<file path="src/design/spdm_pkg.sv">
// ----------------------------------------------------------------------------
// Sparse dot product merge unit: shared package
// Command format, kind codes and default sizes used by the front end,
// the command queue and the merge back end.
// ----------------------------------------------------------------------------
`default_nettype none

package spdm_pkg;

  // Widths of the item and result fields at the block boundary.
  localparam int KIND_W  = 2;
  localparam int INDEX_W = 16;
  localparam int VALUE_W = 32;
  localparam int DOT_W   = 64;
  localparam int MATCH_W = 9;

  // Default sizes for the top-level parameters.
  localparam int DEF_MAX_ENTRIES = 256;
  localparam int DEF_INDEX_BITS  = 16;

  // Depth of the queue between front end and back end.
  localparam int QUEUE_DEPTH = 4;

  // Kind codes of an input item.
  localparam logic [KIND_W-1:0] KIND_LOAD_A  = 2'd0;
  localparam logic [KIND_W-1:0] KIND_LOAD_B  = 2'd1;
  localparam logic [KIND_W-1:0] KIND_COMPUTE = 2'd2;

  // Operation carried through the queue.
  typedef enum logic [1:0] {
    OP_LOAD_A,
    OP_LOAD_B,
    OP_COMPUTE
  } cmd_op_t;

  // One classified command.
  typedef struct packed {
    cmd_op_t                     op;
    logic [INDEX_W-1:0]          index;
    logic signed [VALUE_W-1:0]   value;
  } cmd_t;

  // Queue status seen by the front end and the back end.
  typedef struct packed {
    logic empty;
    logic full;
  } queue_status_t;

endpackage

`default_nettype wire

</file>
<file path="src/design/spdm_queue.sv">
// ----------------------------------------------------------------------------
// Sparse dot product merge unit: command queue
// A short first-in first-out queue that decouples the front end from the
// merge back end, so loads keep arriving while a compute runs.
// ----------------------------------------------------------------------------
`default_nettype none

module spdm_queue
  import spdm_pkg::*;
(
  input  wire logic  clk,
  input  wire logic  rst,
  input  wire logic  push,
  input  wire cmd_t  push_cmd,
  input  wire logic  pop,
  output cmd_t       head,
  output queue_status_t status
);

  localparam int PW = (QUEUE_DEPTH > 1) ? $clog2(QUEUE_DEPTH) : 1;
  localparam int CW = $clog2(QUEUE_DEPTH + 1);
  localparam logic [PW-1:0] LAST_SLOT = PW'(QUEUE_DEPTH - 1);
  localparam logic [CW-1:0] FULL_COUNT = CW'(QUEUE_DEPTH);

  cmd_t          slots [QUEUE_DEPTH];
  logic [PW-1:0] wr_ptr;
  logic [PW-1:0] rd_ptr;
  logic [CW-1:0] fill;
  logic          do_push;
  logic          do_pop;

  assign status.empty = (fill == '0);
  assign status.full  = (fill == FULL_COUNT);
  assign do_push      = push && !status.full;
  assign do_pop       = pop && !status.empty;
  assign head         = slots[rd_ptr];

  // Pointer and fill bookkeeping.
  always_ff @(posedge clk) begin
    if (rst) begin
      wr_ptr <= '0;
      rd_ptr <= '0;
      fill   <= '0;
    end else begin
      if (do_push) begin
        wr_ptr <= (wr_ptr == LAST_SLOT) ? '0 : wr_ptr + 1'b1;
      end
      if (do_pop) begin
        rd_ptr <= (rd_ptr == LAST_SLOT) ? '0 : rd_ptr + 1'b1;
      end
      if (do_push && !do_pop) begin
        fill <= fill + 1'b1;
      end else if (!do_push && do_pop) begin
        fill <= fill - 1'b1;
      end
    end
  end

  // Slot storage.
  always_ff @(posedge clk) begin
    if (do_push) begin
      slots[wr_ptr] <= push_cmd;
    end
  end

endmodule

`default_nettype wire

</file>
<file path="config.mk">
export PLATFORM = sky130hd
export DESIGN_NAME = spdm_queue
export DESIGN_NICKNAME = d
export VERILOG_FILES = /design/src/design/spdm_pkg.sv /design/src/design/spdm_queue.sv
export SDC_FILE = /design/constraint.sdc
export NUM_CORES = 1
export LEC_CHECK = 0
export CORE_MARGIN = 10
export CORE_UTILIZATION = 50
export CTS_CLUSTER_SIZE = 40
export DETAILED_ROUTE_END_ITERATION = 6
export DONT_BUFFER_PORTS = 1
export HOLD_SLACK_MARGIN = 0.1
export SYNTH_ARGS = -nofsm -noshare
export SYNTH_HDL_FRONTEND = slang
export SYNTH_SLANG_ARGS = --single-unit
</file>
<file path="constraint.sdc">
create_clock -name clk -period 6.6 [get_ports clk]
set_input_delay 1.32 -clock clk [delete_from_list [all_inputs] [get_ports clk]]
set_output_delay 1.32 -clock clk [all_outputs]
set_load 0.005 [all_outputs]
</file>
==> results of run 1 <==
path summary, 6_finish.rpt:
kind	start	slack, ps	cells past startpoint	to
max reg2reg	fill[1]	4170	9	fill[2]
min reg2reg	rd_ptr[0]	480	2	flip-flop
max	flip-flop	3040	1	head[27]
min	rd_ptr[0]	480	2	flip-flop
synthesized netlist by cell type, drive strengths merged:
master    n  area share, %
nor3      2           0.13
o21ai     2           0.13
nor2      4           0.23
o31ai     2           0.33
dfxtp     9            2.3
nand2     1          0.049
clkinv    1           0.11
mux2i     2           0.26
or3       2           0.18
buf      12            1.0
nand3     2           0.13
clkbuf    2          0.098
ha        6           0.98
edfxtp  200             78
mux4     50             15
and3      4           0.39
inv       4           0.20
fa        1           0.26
a21oi     3           0.20
or3b      1           0.11
xor2      2           0.23
flip-flops by register name (all words and copies together) (netlist names), named ones only:
register	cells
fill	3
slots	200
rd_ptr	2
wr_ptr	2
per-layer routing:
layer | up-vias | track usage, % | wire length [microns]
met3 | 20 | 6.43 | 1530
met4 | 0 | 3.82 | 282
met5 | - | 0 | 0
met2 | 99 | 21.2 | 6710
li1 | 1348 | - | -
met1 | 1624 | 15.1 | 5010
layout by cell type (no fill, tap or decap), types with 2 or more instances in the layout:
master and n:
clkbuf_1 5, mux2i_1 2, inv_1 4, buf_4 5
xor2_1 2, clkinv_1 2, and3_2 4, mux4_2 50
clkbuf_16 23, clkinv_2 4, nor2_1 3, ha_1 6
a21oi_1 3, nor3_1 2, o31ai_2 2, edfxtp_1 200
dfxtp_1 7, bufinv_16 4, nand3_1 2
kinds of logic (layout without fill, tap and decap cells):
logic type      Yosys count  count (layout)
mux                      52              52
xor+xnor                  2               2
fa+ha+maj                 7               7
simple gates             16              16
compound gates            7               7
buf+inv                  19              49
flops                   209             209
layout make-up:
cell class	count	area, sq um
Fill cell	1061	6500
Sequential cell	209	6190
Multi-Input combinational cell	84	1400
Clock buffer	28	594
Tap cell	188	235
Clock inverter	11	164
Timing Repair Buffer	5	37.5
Inverter	5	23.8
metrics by stage:
stage	utilization, %	setup slack, ps
final	57.1	3040
after global routing	57.1	2840
after CTS	57.1	2940
after detailed placement	52.1	3480
after global placement	52.1	3480
after floorplan	-	3760
power by group through the flow:
stage	clock network, mW	logic [mW]	registers, mW
finish	1.26	0.446	1.72
global route	1.35	0.489	1.74
CTS	1.30	0.466	1.73
detailed placement	0	0.464	1.75
global placement	0	0.458	1.75
floorplan	0	0.426	1.66
==> results.md, run 1 <==
* Post-route cell area at 8650 sq um
* Worst slew pin tran at 1050 ps
* Initial Util at 50.8%
* Leak at 2.72 nW
* Total CTS buffers at 22
* # port buffers at 0
* Final setup fails at 0
* Ys Warns at 0
* #FFs+latches synth at 209
* Worst setup SP type: flip-flop
* Fin crit share at 53.9%
* Sw Share at 23.1%
* Clock network fraction of total power at 36.9%
* Synth Area in Compound Gates at 0.650%
* Post-Syn Instances at 312
* Vias after detailed routing at 3091
* Area post-placement at 7890 sq um
* CP Capture Type: primary output
* Worst Path Arrival at 2240 ps
* GR Util All Layers at 13.1%
* Detailed-route wire length per cell at 25.5 microns
* Mapped Area at 7700 sq um
* Pwr Total at 3.43 mW
* Seq/Total Area, Yosys at 80.4%
* Syn Nets at 373
* Cells along the critical path: mux4_2
* DRT Wirelength at 13.5 mm
* Achievable Freq at 281 MHz
* Largest net degree at the start of global routing at 51
* Mux cell area share after synthesis at 14.9%
* Clock Pin Slew Worst Setup and Hold Paths at 60 ps
* Post-layout minimum cycle time at 3560 ps
* Synth Area per Inst at 24.7 sq um
* Rows at 45
* Post-synthesis simple-gate area fraction at 1.22%
* Critical path peak fanout at 50
* Critical path's largest stage delay at 1030 ps
* Unrepaired setup endpoints after global routing: no
* Buf/Inv on CP at 0
* CP Data Required Time at 5280 ps
* Sw power at 0.791 mW
* Drt first pass iters at 4
* P&R area growth vs syn at 12.4%
* Pwr per Cell Area at 396 nW/um^2
* Slew Limit Fails at 0
* Comb pwr share at 13.0%
* Layout Cells excl Fill at 530
* Vias in the first global route at 3441
* Outcome: finished, final reports clean
* DIE AREA at 20800 sq um
* Area of the core at 15100 sq um
* DRC Markers at 0
* H-tree levels at 1
* DPL Wire Length at 7.76 mm
* DR vias/cell at 5.83
* Nets at 388
* Post-synthesis xor/xnor area fraction at 0.228%
* CTS tree: done
* Placer Congestion at 0.661
* Post-CTS setup repair buffer count at 0
* Post_cts resized at 0
* Synth cell types at 27
* Clock root buffer master: clkbuf_16
* Worst Setup Path Type: reg2out
* Initial DRC count at 168
* Post-Place Cells at 491
* Hold_buf cts at 0
* N_diodes at 0
* Share of total power in sequential cells at 50.1%
* Initial antenna violation count at 0
* Final hold slack at 482 ps
* Worst min path class: reg2reg
* Clock sink count at 209
* Post-Synth Adder-Cell Area at 1.24%
* First-pass GRT wire length at 20.3 mm
* Top Family by Delay on Critical Path: flip-flops
* Cell-internal power at 2.63 mW
* Die H at 144 microns
* VDD IR max at 305 uV
* Final hold vios at 0
* Post-route setup TNS at 0 ps
* Worst-Skew Late Latency at 490 ps
* Detail Route Antenna Nets at 0
* I/O pin cnt at 106
* Combinational family with the most area after synthesis: multiplexers
* Width of the die at 144 microns
* Max clock buf depth at 3
* Layout cells sized above 1 at 28.7%
* Max Clock Skew at 15.6 ps
* Gr ovfl total at 0
* Slew HR at 30.0%
* Crit-path slowest cell: dfxtp_4
* # Max-Cap Violations at 0
Power figures use the tool's default switching activity.
==> run 2, diff against run 1 <==
--- a/config.mk
+++ b/config.mk
@@ -11,6 +11,7 @@
 export DETAILED_ROUTE_END_ITERATION = 6
 export DONT_BUFFER_PORTS = 1
 export HOLD_SLACK_MARGIN = 0.1
+export PLACE_DENSITY = 0.68
 export SYNTH_ARGS = -nofsm -noshare
 export SYNTH_HDL_FRONTEND = slang
 export SYNTH_SLANG_ARGS = --single-unit
==> constraint.sdc (replaced) <==
create_clock -name clk -period 3.2 [get_ports clk]
set_input_delay 0.64 -clock clk [delete_from_list [all_inputs] [get_ports clk]]
set_output_delay 0.64 -clock clk [all_outputs]
set_load 0.005 [all_outputs]
==> run 2 against run 1 <==
Sequential power increased by 100%. Sequential cell count unchanged. Via count rose by 1.4%. Clock skew is 9.5 ps lower. Wire length is 0.50% lower. Critical path depth increased by 1. Clock power increased by 91%. Setup slack worse by 2500 ps. Final area increased by 0.30%. Power rose by 100%.
==> results.md, run 2 (same netlist as run 1, synthesis figures left out) <==
* Outcome: finished, final reports clean
* Hold Crit Depth at 1 (-1)
* # port buffers at 0 (unchanged)
* Most flops, register: slots
* Regs by FF count: slots: 200 flops, fill: 3 flops
* Area of the core at 15100 sq um (unchanged)
* DR vias/cell at 5.86 (+0.44%)
* CTS tree: done
* Initial antenna violation count at 0 (unchanged)
* Placer Congestion at 0.707 (+7.0%)
* Total CTS buffers at 22 (unchanged)
* N_diodes at 0 (unchanged)
* Drt first pass iters at 6 (+2)
* Largest net degree at the start of global routing at 33 (-35%)
* Post-Place Cells at 496 (+1.0%)
* Reg2Reg Depth at 9 (unchanged)
* Max clock buf depth at 3 (unchanged)
* Most frequent cells in the layout: edfxtp_1 (200), mux4_2 (50), clkbuf_16 (23)
* First-pass GRT wire length at 20.3 mm (-0.21%)
* Unrepaired setup endpoints after global routing: no
* Post-layout minimum cycle time at 2700 ps
* Worst Path Arrival at 2060 ps (-180 ps)
* Max Clock Skew at 6.18 ps (-9.46 ps)
* GR Util All Layers at 13.0% (-0.072 points)
* Clock root buffer master: clkbuf_16
* Area post-placement at 7980 sq um (+1.1%)
* Final hold vios at 0 (unchanged)
* Post-route setup TNS at 0 ps (unchanged)
* Worst-Skew Late Latency at 490 ps (about the same)
* Final core occ at 57.3% (+0.17 points)
* Vias in the first global route at 3414 (-0.78%)
* H-tree levels at 1 (unchanged)
* DRT Wirelength at 13.5 mm (-0.50%)
* Die H at 144 microns (unchanged)
* Post_cts resized at 0 (unchanged)
* Slew HR at 57.5% (+27 points)
* DPL Wire Length at 8.49 mm (+9.4%)
* P&R area growth vs syn at 12.7%
* Vias after detailed routing at 3134 (+1.4%)
* Critical path peak fanout at 22 (-56%)
* Gr ovfl total at 0 (unchanged)
* VDD IR max at 511 uV (+67%)
* Most common cell after layout, fill and taps aside: edfxtp_1
* Initial DRC count at 94 (-44%)
* Post-CTS setup repair buffer count at 0 (unchanged)
* Pwr Total at 6.92 mW (+100%)
* Worst slew pin tran at 638 ps (-412 ps)
* Worst min path class: in2reg
* DIE AREA at 20800 sq um (unchanged)
* Final hold slack at 219 ps (-263 ps)
* Fin crit share at 84.2%
* Clock Pin Slew Worst Setup and Hold Paths at 60 ps (about the same)
* Clock sink count at 209 (unchanged)
* Slew Limit Fails at 0 (unchanged)
* Achievable Freq at 371 MHz
* Hold_buf cts at 0 (unchanged)
* Width of the die at 144 microns (unchanged)
* Nets at 393 (+1.3%)
* # Max-Cap Violations at 0 (unchanged)
* Layout Cells excl Fill at 535 (+0.94%)
* Pre-CTS setup slack at 780 ps (-2700 ps)
* Post-route cell area at 8670 sq um (+0.30%)
* Register Area at 6190 sq um (unchanged)
* Final worst slack at 505 ps (-2530 ps)
* Worst Setup Path Type: reg2out
* Pwr per Cell Area at 797 nW/um^2 (+100%)
* Multi-input gate area at 1400 sq um (unchanged)
* Layout fillers at 1058 (-0.28%)
* Layout cells sized above 1 at 28.8% (+0.16 points)
* Largest register FFs at 200 (unchanged)
* Detailed-route wire length per cell at 25.2 microns (-1.4%)
* Detail Route Antenna Nets at 0 (unchanged)
* I/O pin cnt at 106 (unchanged)
* Worst setup SP type: flip-flop
* DRC Markers at 0 (unchanged)
* CP Data Required Time at 2560 ps (-2720 ps)
* Rows at 45 (unchanged)
* CP Capture Type: primary output
* Initial Util at 50.8% (unchanged)
* Final setup fails at 0 (unchanged)
* Leak at 2.73 nW (+0.34%)
run 2: final timing paths:
path         startpoint   endpoint  slack [ps]
max           flip-flop   head[24]         500
min                 rst  wr_ptr[1]         220
max reg2reg     fill[0]    fill[2]         770
min reg2reg   rd_ptr[0]  flip-flop         510
run 2: report_power, final:
group	internal (mW)	leakage, nW	switching, mW
Combinational	0.518	0.480	0.525
Sequential	3.31	1.91	0.150
Clock	1.47	0.341	0.939
Total	5.30	2.73	1.61
run 2: critical path, stage by stage, from the launching register on:
cell and delay, ps:
dfxtp_4 660, buf_4 340, mux4_2 570
run 2: layout make-up:
class,count,share of cell area (%)
clock buffers,28,6.85
well taps,188,2.71
inverters,5,0.274
clock inverters,11,1.18
multi-input cells,84,16.2
flip-flops and latches,209,71.4
repair buffers,10,1.44
run 2: per-layer routing:
metal  GRT usage (%)  vias to the layer above  part of all wire [%]
met4            3.71                        0                   2.1
met5               0                        -                     0
met1            15.2                     1653                    38
li1                -                     1362                     -
met3            5.84                       24                   9.5
met2            21.4                       95                    50
